==> config.mk <==
export PLATFORM = sky130hd
export DESIGN_NAME = http_response_deframer_core
export DESIGN_NICKNAME = d
export VERILOG_FILES = /design/src/rtl/hrd_pkg.sv /design/src/rtl/hrd_parser.sv /design/src/rtl/hrd_out_queue.sv /design/src/rtl/http_response_deframer_core.sv
export SDC_FILE = /design/constraint.sdc
export NUM_CORES = 1
export LEC_CHECK = 0
export BUFFER_PORTS_ARGS = -buffer_cell sky130_fd_sc_hd__buf_4
export CAP_MARGIN = 20
export CORE_ASPECT_RATIO = 1.1
export CORE_MARGIN = 2
export CORE_UTILIZATION = 46
export DETAILED_ROUTE_END_ITERATION = 6
export PLACE_DENSITY = 0.68
export SLEW_MARGIN = 20
export SYNTH_ARGS = -nofsm -noshare
export SYNTH_HDL_FRONTEND = slang
export SYNTH_SLANG_ARGS = --single-unit
export TNS_END_PERCENT = 1
==> constraint.sdc <==
create_clock -name clk -period 5.29 [get_ports clk]
set_input_delay 0.2645 -clock clk [delete_from_list [all_inputs] [get_ports clk]]
set_output_delay 0.2645 -clock clk [all_outputs]
set_load 0.02 [all_outputs]
==> src/rtl/hrd_pkg.sv <==
// Shared types, codes and constants for the HTTP response deframer.
package hrd_pkg;

  // Default width of the content-length, body and chunk counters.
  localparam int COUNT_BITS_DEF = 32;

  // Status code saturation value and the accepted success range.
  localparam logic [9:0] STATUS_MAX = 10'd1000;
  localparam logic [9:0] STATUS_OK_LO = 10'd200;
  localparam logic [9:0] STATUS_OK_HI = 10'd300;

  // Output queue depth; a power of two so pointers wrap naturally.
  localparam int QUEUE_DEPTH = 4;
  localparam int QUEUE_PTR_W = $clog2(QUEUE_DEPTH);
  localparam int QUEUE_CNT_W = $clog2(QUEUE_DEPTH + 1);

  typedef enum logic [2:0] {
    ERR_OK         = 3'd0,
    ERR_NO_HEADER  = 3'd1,
    ERR_BAD_SIZE   = 3'd2,
    ERR_TRUNCATED  = 3'd3,
    ERR_BAD_STATUS = 3'd4
  } hrd_err_t;

  typedef enum logic {
    KIND_BODY = 1'b0,
    KIND_END  = 1'b1
  } hrd_kind_t;

  typedef struct packed {
    logic [7:0] data_byte;
    logic       end_of_response;
  } hrd_in_t;

  typedef struct packed {
    logic       kind;
    logic [7:0] body_byte;
    logic [2:0] error_code;
    logic [9:0] http_status;
  } hrd_out_t;

  // Results of one accepted input beat, from the parser to the top level.
  typedef struct packed {
    logic       emit_body;
    logic       emit_end;
    logic [7:0] body_byte;
    logic [2:0] error_code;
    logic [9:0] http_status;
  } hrd_step_t;

endpackage

==> src/rtl/hrd_parser.sv <==
// Per-byte response parser: header scan, plain and chunked body framing.
module hrd_parser import hrd_pkg::*; #(
  parameter int COUNT_BITS = COUNT_BITS_DEF
) (
  input  logic      clk,
  input  logic      rst,
  input  logic      step,
  input  hrd_in_t   octet,
  output hrd_step_t result
);

  localparam int CHUNK_LEN = 26;
  localparam int LEN_LEN = 15;
  localparam logic [8*CHUNK_LEN-1:0] CHUNK_STR = "transfer-encoding: chunked";
  localparam logic [8*LEN_LEN-1:0] LEN_STR = "content-length:";
  localparam logic [COUNT_BITS-1:0] COUNT_MAX = '1;

  localparam logic [7:0] CH_CR = 8'd13;
  localparam logic [7:0] CH_LF = 8'd10;
  localparam logic [7:0] CH_SP = 8'd32;
  localparam logic [7:0] CH_TAB = 8'd9;

  typedef enum logic [2:0] {
    PH_HEADER, PH_PLAIN, PH_SZ_WS, PH_SZ_HEX, PH_SZ_TAIL, PH_DATA, PH_SKIP, PH_DONE
  } phase_t;

  typedef enum logic [1:0] {
    NUM_WAIT, NUM_BLANKS, NUM_DIGITS, NUM_DONE
  } num_step_t;

  function automatic logic [7:0] chunk_char(input logic [4:0] idx);
    logic [7:0] ch;
    ch = 8'h00;
    if (idx < 5'(CHUNK_LEN)) ch = CHUNK_STR[(CHUNK_LEN - 1 - int'(idx)) * 8 +: 8];
    return ch;
  endfunction

  function automatic logic [7:0] len_char(input logic [3:0] idx);
    logic [7:0] ch;
    ch = 8'h00;
    if (idx < 4'(LEN_LEN)) ch = LEN_STR[(LEN_LEN - 1 - int'(idx)) * 8 +: 8];
    return ch;
  endfunction

  // Returns {valid, value}.
  function automatic logic [4:0] hex_val(input logic [7:0] c);
    logic [4:0] r;
    r = 5'b0;
    if (c >= "0" && c <= "9") r = {1'b1, c[3:0]};
    else if (c >= "a" && c <= "f") r = {1'b1, 4'(c - 8'h57)};
    else if (c >= "A" && c <= "F") r = {1'b1, 4'(c - 8'h37)};
    return r;
  endfunction

  phase_t                  phase, phase_next;
  logic [1:0]              term_prog, term_prog_next;
  num_step_t               st_step, st_step_next;
  logic [9:0]              st_val, st_val_next;
  logic [4:0]              ch_idx, ch_idx_next;
  logic                    ch_seen, ch_seen_next;
  logic [3:0]              len_idx, len_idx_next;
  num_step_t               len_step, len_step_next;
  logic [COUNT_BITS-1:0]   len_val, len_val_next;
  logic [COUNT_BITS-1:0]   body_cnt, body_cnt_next;
  logic [COUNT_BITS-1:0]   chunk_rem, chunk_rem_next;
  logic [1:0]              skip_cnt, skip_cnt_next;

  logic [7:0]              c, lc;
  logic                    dig, blank;
  logic [3:0]              dval;
  logic [4:0]              hx;
  logic [13:0]             st_wide;
  logic [COUNT_BITS+3:0]   len_wide;
  logic [COUNT_BITS-1:0]   len_acc, hex_acc;
  logic [4:0]              ch_m;
  logic [3:0]              len_m;
  logic                    emit;
  hrd_err_t                err;

  always_comb begin
    c = octet.data_byte;
    lc = (c >= "A" && c <= "Z") ? c + 8'd32 : c;
    dig = c >= "0" && c <= "9";
    blank = c == CH_SP || c == CH_TAB;
    dval = c[3:0];
    hx = hex_val(c);

    // Decimal accumulate: v*10 + d, saturating.
    st_wide = {1'b0, st_val, 3'b0} + {3'b0, st_val, 1'b0} + {10'b0, dval};
    len_wide = {1'b0, len_val, 3'b0} + {3'b0, len_val, 1'b0} + {{COUNT_BITS{1'b0}}, dval};
    len_acc = (len_wide[COUNT_BITS+3:COUNT_BITS] != 4'd0) ? COUNT_MAX
                                                         : len_wide[COUNT_BITS-1:0];
    // Hex accumulate: v*16 + h, saturating.
    hex_acc = (chunk_rem[COUNT_BITS-1 -: 4] != 4'd0) ? COUNT_MAX
                                                     : {chunk_rem[COUNT_BITS-5:0], hx[3:0]};

    ch_m = (lc == chunk_char(ch_idx)) ? ch_idx + 5'd1
                                      : ((lc == chunk_char(5'd0)) ? 5'd1 : 5'd0);
    len_m = (lc == len_char(len_idx)) ? len_idx + 4'd1
                                      : ((lc == len_char(4'd0)) ? 4'd1 : 4'd0);

    phase_next = phase;
    term_prog_next = term_prog;
    st_step_next = st_step;
    st_val_next = st_val;
    ch_idx_next = ch_idx;
    ch_seen_next = ch_seen;
    len_idx_next = len_idx;
    len_step_next = len_step;
    len_val_next = len_val;
    body_cnt_next = body_cnt;
    chunk_rem_next = chunk_rem;
    skip_cnt_next = skip_cnt;
    emit = 1'b0;
    err = ERR_OK;

    unique case (phase)
      PH_HEADER: begin
        unique case (st_step)
          NUM_WAIT: if (c == CH_SP) st_step_next = NUM_BLANKS;
          NUM_BLANKS: begin
            if (dig) begin
              st_val_next = {6'b0, dval};
              st_step_next = NUM_DIGITS;
            end else if (!blank) begin
              st_step_next = NUM_DONE;
            end
          end
          NUM_DIGITS: begin
            if (dig) st_val_next = (st_wide > 14'(STATUS_MAX)) ? STATUS_MAX : st_wide[9:0];
            else st_step_next = NUM_DONE;
          end
          default: ;
        endcase

        if (!ch_seen) begin
          if (ch_m == 5'(CHUNK_LEN)) begin
            ch_seen_next = 1'b1;
            ch_idx_next = 5'd0;
          end else begin
            ch_idx_next = ch_m;
          end
        end

        unique case (len_step)
          NUM_WAIT: begin
            if (len_m == 4'(LEN_LEN)) begin
              len_step_next = NUM_BLANKS;
              len_idx_next = 4'd0;
            end else begin
              len_idx_next = len_m;
            end
          end
          NUM_BLANKS: begin
            if (dig) begin
              len_val_next = {{(COUNT_BITS-4){1'b0}}, dval};
              len_step_next = NUM_DIGITS;
            end else if (!blank) begin
              len_step_next = NUM_DONE;
            end
          end
          NUM_DIGITS: begin
            if (dig) len_val_next = len_acc;
            else len_step_next = NUM_DONE;
          end
          default: ;
        endcase

        // CR LF CR LF tracker: even progress wants CR, odd wants LF.
        if (c == (term_prog[0] ? CH_LF : CH_CR)) begin
          if (term_prog == 2'd3) begin
            term_prog_next = 2'd0;
            if (ch_seen_next) begin
              phase_next = PH_SZ_WS;
              skip_cnt_next = 2'd0;
              chunk_rem_next = '0;
            end else begin
              phase_next = PH_PLAIN;
            end
          end else begin
            term_prog_next = term_prog + 2'd1;
          end
        end else begin
          term_prog_next = (c == CH_CR) ? 2'd1 : 2'd0;
        end
      end

      PH_PLAIN: begin
        if (len_step == NUM_WAIT || body_cnt < len_val) begin
          emit = 1'b1;
          if (body_cnt != COUNT_MAX) body_cnt_next = body_cnt + 1'b1;
        end
      end

      PH_SZ_WS, PH_SZ_HEX, PH_SZ_TAIL: begin
        skip_cnt_next = 2'd1;
        if (c == CH_LF && term_prog != 2'd0) begin
          term_prog_next = 2'd0;
          phase_next = (chunk_rem == '0) ? PH_DONE : PH_DATA;
        end else begin
          term_prog_next = (c == CH_CR) ? 2'd1 : 2'd0;
          if (phase == PH_SZ_WS) begin
            if (hx[4]) begin
              chunk_rem_next = {{(COUNT_BITS-4){1'b0}}, hx[3:0]};
              phase_next = PH_SZ_HEX;
            end else if (!blank) begin
              phase_next = PH_SZ_TAIL;
            end
          end else if (phase == PH_SZ_HEX) begin
            if (hx[4]) chunk_rem_next = hex_acc;
            else phase_next = PH_SZ_TAIL;
          end
        end
      end

      PH_DATA: begin
        emit = 1'b1;
        if (chunk_rem != '0) chunk_rem_next = chunk_rem - 1'b1;
        if (chunk_rem_next == '0) begin
          phase_next = PH_SKIP;
          skip_cnt_next = 2'd2;
        end
      end

      PH_SKIP: begin
        if (skip_cnt != 2'd0) skip_cnt_next = skip_cnt - 2'd1;
        if (skip_cnt_next == 2'd0) begin
          phase_next = PH_SZ_WS;
          term_prog_next = 2'd0;
          skip_cnt_next = 2'd0;
          chunk_rem_next = '0;
        end
      end

      default: ;
    endcase

    // Framing error from the state this byte leaves behind, then status.
    unique case (phase_next)
      PH_HEADER: err = ERR_NO_HEADER;
      PH_SZ_WS, PH_SZ_HEX, PH_SZ_TAIL: err = (skip_cnt_next != 2'd0) ? ERR_BAD_SIZE : ERR_OK;
      PH_DATA: err = ERR_TRUNCATED;
      PH_SKIP: err = (skip_cnt_next >= 2'd2) ? ERR_TRUNCATED : ERR_OK;
      default: err = ERR_OK;
    endcase
    if (err == ERR_OK && (st_val_next < STATUS_OK_LO || st_val_next >= STATUS_OK_HI))
      err = ERR_BAD_STATUS;

    result.emit_body = step && emit;
    result.emit_end = step && octet.end_of_response;
    result.body_byte = c;
    result.error_code = err;
    result.http_status = st_val_next;
  end

  always_ff @(posedge clk) begin
    if (rst || (step && octet.end_of_response)) begin
      phase <= PH_HEADER;
      term_prog <= 2'd0;
      st_step <= NUM_WAIT;
      st_val <= 10'd0;
      ch_idx <= 5'd0;
      ch_seen <= 1'b0;
      len_idx <= 4'd0;
      len_step <= NUM_WAIT;
      len_val <= '0;
      body_cnt <= '0;
      chunk_rem <= '0;
      skip_cnt <= 2'd0;
    end else if (step) begin
      phase <= phase_next;
      term_prog <= term_prog_next;
      st_step <= st_step_next;
      st_val <= st_val_next;
      ch_idx <= ch_idx_next;
      ch_seen <= ch_seen_next;
      len_idx <= len_idx_next;
      len_step <= len_step_next;
      len_val <= len_val_next;
      body_cnt <= body_cnt_next;
      chunk_rem <= chunk_rem_next;
      skip_cnt <= skip_cnt_next;
    end
  end

endmodule

==> src/rtl/hrd_out_queue.sv <==
// Small result queue that takes up to two beats per cycle and gives one.
module hrd_out_queue import hrd_pkg::*; (
  input  logic     clk,
  input  logic     rst,
  input  logic     push_a,
  input  hrd_out_t beat_a,
  input  logic     push_b,
  input  hrd_out_t beat_b,
  output logic     room,
  output logic     item_valid,
  input  logic     item_ready,
  output hrd_out_t item
);

  hrd_out_t                 mem [QUEUE_DEPTH];
  logic [QUEUE_PTR_W-1:0]   head, tail;
  logic [QUEUE_CNT_W-1:0]   count, count_next;
  logic                     pop;
  logic [QUEUE_PTR_W-1:0]   tail_b;

  assign pop = item_valid && item_ready;
  assign item_valid = count != '0;
  assign item = mem[head];
  assign room = count <= QUEUE_CNT_W'(QUEUE_DEPTH - 2);
  assign tail_b = push_a ? tail + 1'b1 : tail;

  always_comb begin
    count_next = count + QUEUE_CNT_W'(push_a) + QUEUE_CNT_W'(push_b) - QUEUE_CNT_W'(pop);
  end

  always_ff @(posedge clk) begin
    if (rst) begin
      head <= '0;
      tail <= '0;
      count <= '0;
    end else begin
      if (pop) head <= head + 1'b1;
      tail <= tail_b + QUEUE_PTR_W'(push_b);
      count <= count_next;
    end
  end

  always_ff @(posedge clk) begin
    if (push_a) mem[tail] <= beat_a;
    if (push_b) mem[tail_b] <= beat_b;
  end

endmodule

==> src/rtl/http_response_deframer_core.sv <==
// Top level of the HTTP/1.1 response deframer with chunked body decoding.
//
// Feed the received response one byte per octet beat and raise
// end_of_response on its last byte. The block emits decoded body bytes as
// item beats of kind body, and on the last byte one item of kind end that
// carries the parsed status and an error code (no header end, bad size line,
// truncated chunk, status outside 200..299); it then starts over for the
// next response. Each byte is parsed by single-cycle logic against the
// parser state registers, and its results land in a four-entry queue, so the
// block takes one byte every cycle while the consumer keeps up. octet_ready
// stays high while the queue has room for the two items one byte can cause;
// the end item is the only case where one byte yields two items. COUNT_BITS
// sets the width of the content-length, body and chunk-size counters, which
// saturate at their all-ones value.
module http_response_deframer_core import hrd_pkg::*; #(
  parameter int COUNT_BITS = COUNT_BITS_DEF
) (
  input  logic     clk,
  input  logic     rst,
  input  logic     octet_valid,
  output logic     octet_ready,
  input  hrd_in_t  octet,
  output logic     item_valid,
  input  logic     item_ready,
  output hrd_out_t item
);

  hrd_step_t result;
  hrd_out_t  body_beat, end_beat, beat_a;
  logic      step, room, push_a, push_b;

  // Advance the parser only on an accepted byte.
  assign octet_ready = room;
  assign step = octet_valid && octet_ready;

  hrd_parser #(
    .COUNT_BITS(COUNT_BITS)
  ) u_parser (
    .clk    (clk),
    .rst    (rst),
    .step   (step),
    .octet  (octet),
    .result (result)
  );

  // Build the beats: a body beat carries zero status fields, an end beat a
  // zero byte. When both occur the body beat goes first.
  always_comb begin
    body_beat.kind = KIND_BODY;
    body_beat.body_byte = result.body_byte;
    body_beat.error_code = ERR_OK;
    body_beat.http_status = 10'd0;

    end_beat.kind = KIND_END;
    end_beat.body_byte = 8'd0;
    end_beat.error_code = result.error_code;
    end_beat.http_status = result.http_status;

    beat_a = result.emit_body ? body_beat : end_beat;
    push_a = result.emit_body || result.emit_end;
    push_b = result.emit_body && result.emit_end;
  end

  hrd_out_queue u_queue (
    .clk        (clk),
    .rst        (rst),
    .push_a     (push_a),
    .beat_a     (beat_a),
    .push_b     (push_b),
    .beat_b     (end_beat),
    .room       (room),
    .item_valid (item_valid),
    .item_ready (item_ready),
    .item       (item)
  );

  // The last byte of a response always leaves its end item queued.
  a_end_queued: assert property (@(posedge clk) disable iff (rst)
    octet_valid && octet_ready && octet.end_of_response |=> item_valid)
    else $error("end item missing after last byte");

  // Backpressure only comes from a queue that holds results.
  a_stall_has_items: assert property (@(posedge clk) disable iff (rst)
    !octet_ready |-> item_valid)
    else $error("input stalled with empty result queue");

  // Body items never carry status fields.
  a_body_clean: assert property (@(posedge clk) disable iff (rst)
    item_valid && item.kind == KIND_BODY |-> item.error_code == ERR_OK &&
      item.http_status == 10'd0)
    else $error("body item carries status fields");

  // Nothing is offered right after reset.
  a_reset_empty: assert property (@(posedge clk)
    rst |=> !item_valid)
    else $error("result offered after reset");

endmodule
==> flow_summary.json <==
{
  "path_cells": "fa_1 -> ha_1 -> a211oi_1 -> o21a_1 -> o21ai_0 -> and3_1 -> nor4_1 -> o31ai_1 -> o21bai_1 -> a211oi_1 -> o211ai_1 -> nor3_2 -> nor2b_1",
  "period_needed_ps": 4850,
  "finalNetCount": 2091,
  "cp_slowest_cell": "nor4_1",
  "rsz0062_at_grt": "false",
  "post-route-drc-count": 0,
  "htree_levels": 1,
  "start_util": 0.467,
  "post-dp-hpwl_mm": 30.4,
  "antenna_left": 0,
  "synth.area.mux_share": 0.0386,
  "grt_start_max_net_pins": 76,
  "yosys.area_share.adder": 0.120,
  "synth_xor_area_frac": 0.0406,
  "p_comb_frac": 0.306,
  "cts_num_sinks": 224,
  "wl_per_cell_um": 17.8,
  "cp_max_fo": 7,
  "switchingPower_mw": 1.90,
  "vias": 14700,
  "finalClockSkew_ps": 23.9,
  "clockPowerShare": 0.333,
  "core-area_mm2": 0.0351,
  "synth.top_cells.by_area": "dfxtp_1 (21%), ha_1 (11%), edfxtp_1 (9.5%), nor2_1 (5.2%), a21oi_1 (3.8%)",
  "cts_resized": 0,
  "p_int_mw": 3.82,
  "yosys.area.top_type_share": 0.210,
  "holdCritPathClass": "input port to register",
  "row_count": 72,
  "hold_buffers": 1,
  "reg2regPathDepth": 13,
  "synth-edff-count": 52,
  "crit_top_cell": "a211oi_1",
  "cp_slowest_stage_delay_ps": 860,
  "power_leakage_nw": 7.17,
  "cts_buffers": 26,
  "viasPerCell": 6.15,
  "ys_warn_count": 0,
  "r2r_setup_slack_ps": 440,
  "power_frac_seq": 0.362,
  "diodes": 0,
  "synth_compound_gate_area_share": 0.238,
  "end_kind": "register",
  "hold_viol_final": 0,
  "synth-seq-cells": 224,
  "firstDrtPassIters": 5,
  "ir_drop_mv": 0.219,
  "io_buffers": 36,
  "worstMarginPinSlew_ps": 1030,
  "synth_top_family_by_area": "compound AO/OA/AOI/OAI gates",
  "reg2reg_from": "u_parser.st_val[2]$_SDFFE_PP0P_",
  "clk_pin_slew_ps": 60,
  "layout-drive-gt1-share": 0.0849,
  "holdCritStartpoint": "octet[6]",
  "setup_viol": 0,
  "ys.flop_type": "dfxtp_1",
  "routed_wirelength_mm": 42.5,
  "die_y_um": 202,
  "required_ps": 5670,
  "outcome": "completed",
  "cp-start-kind": "register",
  "die_area_mm2": 0.0372,
  "area_growth_pct": 9.15,
  "fin_tns_setup_ps": 0,
  "synth.distinct_cells": 92,
  "max-cap-violations": 0,
  "placedCellCount": 2340,
  "synth-simple-area-share": 0.212,
  "cts_tree": "yes",
  "grt_pass1_vias": 14200,
  "grt_usage": 0.229,
  "yosysSeqAreaShare": 0.305,
  "antenna_found_initial": 0,
  "fmax_mhz": 206,
  "crit_type": "register to register",
  "clkLatencyLatePin_ps": 550,
  "grt_overflow_total": 0,
  "yosysMostFrequentCell": "nor2_1",
  "relSlewSlack": 0.316,
  "p_sw_frac": 0.332,
  "layout.cells.non_filler": 2388,
  "hold_path_depth": 2,
  "post-route-period-util": 0.916,
  "async_reset_ff_frac": 0,
  "cp.arrival_ps": 5230,
  "netlist_area_mm2": 0.0164,
  "boundaryPins": 37,
  "worst_hold_path.endpoint": "u_queue.mem[3][18]$_SDFFE_PP0P_",
  "synth_area_per_cell_um2": 8.40,
  "cts_root_buffer": "clkbuf_16",
  "post_cts_buffers": 0,
  "powerDensity_mw_per_mm2": 320,
  "grt_pass1_wl_mm": 71.3,
  "syn-num-nets": 2117,
  "dr.first_iter.drc_count": 1149,
  "place.gp.congestion": 0.931,
  "cp_top_family": "compound AO/OA/AOI/OAI gates",
  "syn-instance-count": 1951,
  "worst-path-buf-inv": 0,
  "r2r_end": "u_queue.mem[0][12]$_DFFE_PP_",
  "synth_top_cell_by_area": "dfxtp_1",
  "slew_viol_final": 0,
  "fp.dieW_um": 184,
  "synth_commonest_cells": "nor2_1 (228), dfxtp_1 (172), ha_1 (147), nand2_1 (138), a21oi_1 (125)",
  "clockBufferDepth": 3
}
[layout make-up]
type / instances / area (um2)
Sequential cell: 224 / 5010
Timing Repair Buffer: 59 / 458
Fill cell: 3314 / 17200
Multi-Input combinational cell: 1528 / 10600
Tap cell: 444 / 556
Clock inverter: 11 / 160
Clock buffer: 36 / 739
Inverter: 86 / 323
[power by group through the flow]
stage	combinational [mW]	sequential, mW	clock, mW
after CTS	1.75	2.07	1.93
final	1.75	2.07	1.90
after detailed placement	1.74	2.10	0
after global placement	1.71	2.10	0
after global routing	1.92	2.09	2.00
after floorplan	1.27	2.05	0
[worst max path at each step]
stage,cells after the start,startpoint,slack (ps),to
after floorplan,17,u_parser.ch_idx[1]$_SDFFE_PP0P_,1160,u_parser.chunk_rem[1]$_SDFFE_PP0P_
after global placement,14,octet[4],560,u_queue.mem[0][12]$_DFFE_PP_
after CTS,13,u_parser.st_val[2]$_SDFFE_PP0P_,470,u_queue.mem[0][12]$_DFFE_PP_
after global routing,13,u_parser.st_val[2]$_SDFFE_PP0P_,140,u_queue.mem[0][12]$_DFFE_PP_
final,13,u_parser.st_val[2]$_SDFFE_PP0P_,440,u_queue.mem[0][12]$_DFFE_PP_
after detailed placement,14,octet[4],510,u_queue.mem[0][12]$_DFFE_PP_
[kinds of logic after synthesis]
kind of cell               after synthesis
xor gates and xnor gates                76
AOI/OAI and AO/OA                      570
buffers and inverters                  199
and+or+nand+nor                        694
DFF                                    224
muxes                                   35
adders and majority gates              153
[stage by stage]
stage               setup WS (ps)   util  area [um2]  hold WS, ps  power [mW]
floorplan                    1160      -       16400          420        3.32
global placement              560  0.483       17000          431        3.80
detailed placement            507  0.483       17000          439        3.84
CTS                           468  0.509       17900         34.7        5.74
global route                  138  0.509       17900         63.7        6.01
finish                        445  0.509       17900         52.4        5.72
[state kept, by name (all words and copies together) (netlist names), 3 cells and up, named ones only]
signal and count:
u_parser.len_idx 4, u_parser.ch_idx 5, u_parser.chunk_rem 32, u_parser.len_val 32, u_queue.count 3, u_parser.body_cnt 32, u_queue.mem 88, u_parser.st_val 10
u_parser.phase 3
[placed cells by master (no fill, tap or decap), types with 21 or more instances in the layout]
cell type    n
nor2_1     228
dfxtp_1    171
ha_1       147
nand2_1    138
a21oi_1    125
o21ai_0     98
inv_1       85
a21o_1      58
buf_4       57
nor3_1      56
edfxtp_1    52
xnor2_1     47
nand3_1     43
a22o_1      36
and3_1      29
xor2_1      29
and2_1      27
a22oi_1     27
clkbuf_16   27
nor4_1      26
nand4_1     25
mux4_2      22
a31oi_1     22
nor2b_1     21
[metal layers]
layer / vias up / track usage / part of all wire / wire, um
li1: 7187 / - / - / -
met1: 7023 / 0.291 / 0.44 / 18600
met2: 383 / 0.406 / 0.49 / 20900
met3: 89 / 0.0207 / 0.045 / 1890
met4: 0 / 0.0731 / 0.026 / 1090
met5: - / 0 / 0 / 0
No activity file was read; power rests on OpenSTA's default activity.
